**src/rtl/lut3d_pkg.sv**
```systemverilog
// ----------------------------------------------------------------------------
// lut3d_pkg: shared constants, types and functions
// Sizes, payload types and the per-axis corner/fraction math for the
// color-cube interpolator.
// ----------------------------------------------------------------------------
`default_nettype none

package lut3d_pkg;

    localparam int MAX_GRID   = 17;
    localparam int CELLS      = MAX_GRID * MAX_GRID * MAX_GRID;
    localparam int AW         = $clog2(CELLS);
    localparam int CW         = 11;
    localparam int GW         = 5;
    localparam int FW         = 10;
    localparam int ONE        = 1 << FW;
    localparam int PW         = 2 * FW + 1;
    localparam int WW         = 3 * FW + 1;
    localparam int SW         = WW + CW;
    localparam int NCORNER    = 8;
    localparam int QDEPTH     = 4;
    localparam int QAW        = $clog2(QDEPTH);
    localparam int POSW       = CW + GW - 1;
    localparam int TW         = $clog2(MAX_GRID * MAX_GRID);

    localparam logic [GW-1:0] GRID_RESET = GW'(9);
    localparam logic          FUNC_WRITE = 1'b0;
    localparam logic          FUNC_PIXEL = 1'b1;

    typedef logic [CW-1:0] chan_t;
    typedef logic [3*CW-1:0] rgb_t;

    typedef struct packed {
        logic [GW-1:0] lo;
        logic [CW-1:0] fr;
    } axis_t;

    typedef struct packed {
        logic                          pixel;
        logic [NCORNER-1:0][AW-1:0]    addr;
        logic [NCORNER-1:0][WW-1:0]    wgt;
        rgb_t                          data;
    } job_t;

    function automatic logic [GW-1:0] eff_grid(input logic [GW-1:0] g);
        logic [GW-1:0] r;
        r = g;
        if (r < GW'(2))
            r = GW'(2);
        if (r > GW'(MAX_GRID))
            r = GW'(MAX_GRID);
        return r;
    endfunction

    function automatic axis_t axis_calc(input chan_t val, input logic [GW-1:0] g);
        chan_t           vc;
        logic [POSW-1:0] pos;
        logic [GW-1:0]   c;
        axis_t           a;
        vc  = (val > CW'(ONE)) ? CW'(ONE) : val;
        pos = POSW'(vc) * POSW'(g - GW'(1));
        c   = GW'(pos >> FW);
        if (c > g - GW'(2))
            c = g - GW'(2);
        a.lo = c;
        a.fr = CW'(pos - {c, {FW{1'b0}}});
        return a;
    endfunction

endpackage

`default_nettype wire

```
**src/rtl/lut3d_queue.sv**
```systemverilog
// ----------------------------------------------------------------------------
// lut3d_queue: job queue between front and back
// Small register FIFO that lets either side stall on its own.
// ----------------------------------------------------------------------------
`default_nettype none

module lut3d_queue (
    input  wire logic               clk,
    input  wire logic               rst_n,
    input  wire logic               push,
    input  wire lut3d_pkg::job_t    job_in,
    output logic                    full,
    input  wire logic               pop,
    output lut3d_pkg::job_t         job_out,
    output logic                    empty
);

    localparam int QAW = lut3d_pkg::QAW;

    lut3d_pkg::job_t slot_reg [lut3d_pkg::QDEPTH];
    logic [QAW-1:0]  wp_reg, rp_reg;
    logic [QAW:0]    cnt_reg;

    assign full    = (cnt_reg == (QAW+1)'(lut3d_pkg::QDEPTH));
    assign empty   = (cnt_reg == '0);
    assign job_out = slot_reg[rp_reg];

    always_ff @(posedge clk or negedge rst_n)
    begin
        if (!rst_n)
        begin
            wp_reg  <= '0;
            rp_reg  <= '0;
            cnt_reg <= '0;
        end
        else
        begin
            if (push)
                wp_reg <= wp_reg + 1'b1;
            if (pop)
                rp_reg <= rp_reg + 1'b1;
            if (push && !pop)
                cnt_reg <= cnt_reg + 1'b1;
            else if (pop && !push)
                cnt_reg <= cnt_reg - 1'b1;
        end
    end

    always_ff @(posedge clk)
    begin
        if (push)
            slot_reg[wp_reg] <= job_in;
    end

endmodule

`default_nettype wire

```
**config.mk**
```make
export PLATFORM = sky130hd
export DESIGN_NAME = lut3d_queue
export DESIGN_NICKNAME = d
export VERILOG_FILES = /design/src/rtl/lut3d_pkg.sv /design/src/rtl/lut3d_queue.sv
export SDC_FILE = /design/constraint.sdc
export NUM_CORES = 1
export LEC_CHECK = 0
export BUFFER_PORTS_ARGS = -buffer_cell sky130_fd_sc_hd__buf_4
export CORE_MARGIN = 2
export CORE_UTILIZATION = 50
export DETAILED_ROUTE_END_ITERATION = 16
export GPL_TIMING_DRIVEN = 0
export PLACE_DENSITY = 0.71
export SLEW_MARGIN = 20
export SYNTH_ARGS = -nofsm -noshare
export SYNTH_HDL_FRONTEND = slang
export SYNTH_SLANG_ARGS = --single-unit
```
**constraint.sdc**
```tcl
create_clock -name clk -period 20.3 [get_ports clk]
set_clock_uncertainty 0.15 [all_clocks]
set_input_delay 1.015 -clock clk [delete_from_list [all_inputs] [get_ports clk]]
set_output_delay 1.015 -clock clk [all_outputs]
set_load 0.02 [all_outputs]
```
==> impl_metrics.ini, run 1 <==
[status]
outcome = finished, final reports clean

[placement]
port_buffers = 777
finalWeightedCongestion = 0.784
place_ws_ns = 16.53
place_hpwl_um = 86200

[timing]
relSlewSlack_pct = 41.5
tightest_slew_ns = 0.878
min_period_ns = 4.45
slew_viol_final = 0
fin_ws_ns = 15.85
whs_ns = 0.304
setup_viol_count_final = 0
rsz0062_at_grt = no
final.period_utilization_pct = 21.9
finalHoldViolCount = 0
timing.setup.tns_ns = 0
max_freq_ghz = 0.225

[route]
wl_per_cell_um = 27.1
dr.pass1.iters = 7
drt_first_iter_violations = 2007
routed_wl_um = 126000
viasPerCell = 5.56
vias = 25830
route.detailed.drc = 0
drtAntennaViolNets = 0

[floorplan]
core_um2 = 111000
num_io_pins = 778
die_w_um = 339
start_util_pct = 50.6
rows = 122
die_height_um = 339
die_area_um2 = 115000

[cells_and_area]
utilization_pct = 62.8
drive_gt1_share_pct = 47.5
layout_commonest_cell = edfxtp_1
layout_common_cells = edfxtp_1, buf_4, mux4_2
largest_reg_flops = 1544
layout.nets = 3417
syn_to_final_growth_pct = 24.2

[yosys]
yosysTopAreaCell = edfxtp_1
synth-seq-cells = 1551
netlist_top_cells_area = edfxtp_1, mux4_2, buf_6
syn_nets = 2446
synthesis.instances = 2050
synth_cell_type_count = 18
yosys_warnings = 0
synth_seq_area_share_pct = 83.0
yosysTopAreaCellShare_pct = 82.6
postSynthAreaPerCell_um2 = 27.4
syn-cell-area_um2 = 56100

[grt]
grtUsageTotal_pct = 21.9
overflow = 0
grt_pass1_vias = 27478
grt_max_degree = 49
grt_pass1_wl_um = 183000
antenna_found_initial = 34

[clocking]
cts-root-buf = clkbuf_16
numCtsBuffers = 155
cts.sink_count = 1551
cts.htree.levels = 4
cts_setup_buffers = 0
cts_buffer_depth = 3
cts_tree = done
path_clk_slew_ns = 0.06
clock_latency_ns = 0.74

[setup_path]
path_max_fanout = 10
critPathLaunchType = flop
end_kind = output port
worstPathArrival_ns = 3.29
crit_required_ns = 19.14
crit_type = reg2out

[flow_run]
max_cap_violations = 0

[worst_hold_path]
hold_path.class = in2reg

[power]
p_leak_nw = 23.7
fin_total_pwr_mw = 10.9
power_density_nw_per_um2 = 156
peakVddDrop_uv = 101
==> area by class of cell <==
cell class | instances | area (um^2)
Clock inverter | 86 | 842
Timing Repair Buffer | 814 | 6730
Clock buffer | 190 | 4070
Buffer | 86 | 652
Inverter | 4 | 15.0
Fill cell | 7295 | 41300
Antenna cell | 17 | 42.5
Sequential cell | 1551 | 46500
Tap cell | 1488 | 1860
Multi-Input combinational cell | 409 | 8900
==> synthesized netlist by cell type <==
library cell,n
nor3_1,1
edfxtp_1,1544
and2_1,4
dfrtp_1,7
nor2_1,1
xnor2_1,2
nand2_1,2
clkbuf_1,8
mux2_2,1
mux4_2,386
buf_6,37
fa_1,1
buf_2,41
ha_1,5
nor3b_1,1
xor2_1,4
o21ai_0,1
inv_1,4
==> path summary, 6_finish.rpt <==
| kind | startpoint | end | slack (ns) | cells after the start |
|---|---|---|---|---|
| max | rp_reg[1] | job_out[134] | 15.85 | 5 |
| min | job_in[102] | slot_reg[0][102] | 0.30 | 1 |
| max reg2reg | wp_reg[0] | slot_reg[2][197] | 17.51 | 6 |
| min reg2reg | cnt_reg[2] | cnt_reg[2] | 0.38 | 1 |
| max in group asynchronous | rst_n | rp_reg[1] | 19.38 | 2 |
| min in group asynchronous | rst_n | cnt_reg[0] | 0.49 | 2 |
==> power breakdown <==
group	switching (mW)	total, mW	leakage [nW]	internal [mW]
Sequential	0.123	4.30	14.3	4.18
Combinational	2.16	3.81	7.08	1.65
Clock	1.16	2.75	2.40	1.60
==> logic make-up after synthesis <==
family | share of synthesized area (%)
compound gates | 0.00891
xor+xnor | 0.0937
fa+ha+maj | 0.147
buf+inv | 1.19
flops | 83.0
mux | 15.5
simple gates | 0.0870
==> worst max-delay path, stage by stage, from the launching register on <==
cell and delay (ns):
dfrtp_1 0.32, buf_2 0.37, clkbuf_1 0.71, buf_2 0.51, mux4_2 0.42, buf_4 0.19
==> repair_timing <==
| item | 4_1_cts | 5_1_grt |
|---|---|---|
| setup endpoints to repair | 0 | 0 |
| gates resized for setup | 0 | 0 |
| hold buffers | 1 | 0 |
| endpoints found under the hold margin | 7 | 0 |
==> metal layers <==
metal  GRT usage [%]  vias to the layer above  share of wire (%)
met5               0                        -               0.17
met4            8.31                       32                3.1
met3            8.24                      225                9.6
met2            37.2                     1031                 52
met1            25.3                    13593                 35
li1                -                    10949                  -
==> stage by stage <==
stage | instance area [um^2] | instances
after floorplan | 56100 | 2050
after global placement | 63800 | 4315
after detailed placement | 64700 | 4351
after CTS | 69600 | 4628
after global routing | 69700 | 4642
final | 69700 | 4645
(Power assumes the default switching activity.)
==> run 2: changes to the inputs <==
clock period = 4.6 ns   (was 20.3 ns; I/O delays follow)
==> run 2 against run 1 <==
Count of clock-buffer cells in the layout increased by 2. Sequential power increased to 4.4 times the previous value. Total power increased to 4.5 times the previous value. Critical path depth unchanged. Setup slack got worse by 15 ns. Hold slack got worse by 0.24 ns. Global-route usage increased by 0.72 points. Via count increased by 6.9%. Die area unchanged. Wire length increased by 4.1%. Critical path type unchanged. Critical endpoint is now job_out[146].
==> impl_metrics.ini, run 2 (synthesized netlist as in run 1, its figures left out) <==
[timing]
finalHoldViolCount = 0
slew_viol_final = 0
whs_ns = 0.0670
relSlewSlack_pct = 38.7
min_period_ns = 3.50
setup_viol_count_final = 0
tightest_slew_ns = 0.920
rsz0062_at_grt = no
max_freq_ghz = 0.286
final.period_utilization_pct = 76.0

[clocking]
path_clk_slew_ns = 0.06
clock_latency_ns = 0.75
numCtsBuffers = 154
cts-root-buf = clkbuf_16
cts_setup_buffers = 0
cts.htree.levels = 4
cts_tree = done
cts_hold_buffers = 390
cts.sink_count = 1551
cts_buffer_depth = 3
ctsResizeCount = 0

[floorplan]
start_util_pct = 50.6
die_area_um2 = 115000
num_io_pins = 778
die_height_um = 339
core_um2 = 111000
rows = 122
die_w_um = 339

[cells_and_area]
layout_commonest_cell = edfxtp_1
syn_to_final_growth_pct = 31.2
largest_reg_flops = 1544
drive_gt1_share_pct = 42.2
layout.nets = 3807
fill_cells = 6789
layout_common_cells = edfxtp_1, buf_4, dlygate4sd3_1
fin_area_um2 = 73600

[grt]
grtUsageTotal_pct = 22.6
antenna_found_initial = 21
overflow = 0
grt_pass1_wl_um = 191000
grt_max_degree = 47
grt_pass1_vias = 29503

[route]
dr.pass1.iters = 5
route.detailed.drc = 0
viasPerCell = 5.48
drtAntennaViolNets = 0
drt_first_iter_violations = 2333
wl_per_cell_um = 26.1
vias = 27608
routed_wl_um = 131000

[setup_path]
critPathMostFrequentCell = buf_2
crit_required_ns = 4.22
max_stage_delay_ns = 0.59
crit_chain = buf_2 -> clkbuf_1 -> buf_2 -> mux4_2 -> buf_4
worstPathArrival_ns = 3.12
critPathLaunchType = flop
cp_num_buf_inv = 4
crit_type = reg2out
crit_family = buffers and inverters
critPathSlowestCell = clkbuf_1
end_kind = output port
path_max_fanout = 10

[power]
peakVddDrop_uv = 480
power_density_nw_per_um2 = 659
p_leak_nw = 25.4

[flow_run]
max_cap_violations = 0

[placement]
finalWeightedCongestion = 0.769
placed_cell_area_um2 = 64700
port_buffers = 777
place_hpwl_um = 85100

[worst_hold_path]
hold_path.class = in2reg

[status]
outcome = finished, final reports clean
==> run 2: stage by stage <==
step           util (%)  setup TNS, ns  instances  setup slack, ns  power (mW)
2_1_floorplan         -              0       2050            0.709        29.2
3_3_place_gp       57.5       -1796.74       4315            -1.27        36.0
3_5_place_dp       58.3              0       4353             1.49        36.3
4_1_cts            66.3              0       5019            0.904        48.9
5_1_grt            66.3              0       5032            0.911        50.2
6_report           66.3              0       5034             1.10        48.5
==> run 2: report_power, final <==
part           internal [mW]  switching, mW  leakage [nW]
combinational           7.52           9.71          8.72
clock                   7.12           5.13          2.40
sequential              18.4          0.577          14.3
==> run 2: path summary, 6_finish.rpt <==
check                           cells past startpoint                to         from  slack [ns]
worst max-delay path                                5      job_out[146]    rp_reg[1]        1.10
worst max register to register                      7  slot_reg[0][209]    wp_reg[0]        1.54
worst min register to register                      1        cnt_reg[2]   cnt_reg[2]        0.37
min in group asynchronous                           3         rp_reg[0]        rst_n        0.36
max in group asynchronous                           3        cnt_reg[2]        rst_n        3.68
worst min-delay path                                2  slot_reg[1][184]  job_in[184]        0.07
==> run 2: worst register-to-register path: stages (launching register included) <==
cell     delay (ns)
dfrtp_1        0.42
inv_1          0.09
ha_1           0.14
and2_4         0.58
buf_16         0.35
buf_16         0.34
buf_16         0.31
buf_12         0.30
==> run 2: final cells by class <==
class                   count  area, um^2  share of cell area (%)
diodes                     15        37.5                  0.0510
clock buffers             192        4090                    5.56
well taps                1488        1860                    2.53
inverters                   4        15.0                  0.0204
repair buffers           1205       10700                    14.5
clock inverters            84         868                    1.18
flip-flops and latches   1551       46500                    63.2
multi-input cells         409        8900                    12.1
plain buffers              86         652                   0.885
==> run 2: per-layer routing <==
metal	vias up	GRT usage, %	part of all wire, %	wire length, um
li1	11726	-	-	-
met1	14495	27.2	36	47400
met5	-	0	0.072	94
met2	1176	39.2	53	69300
met4	14	7.66	2.9	3860
met3	197	6.54	8.0	10500
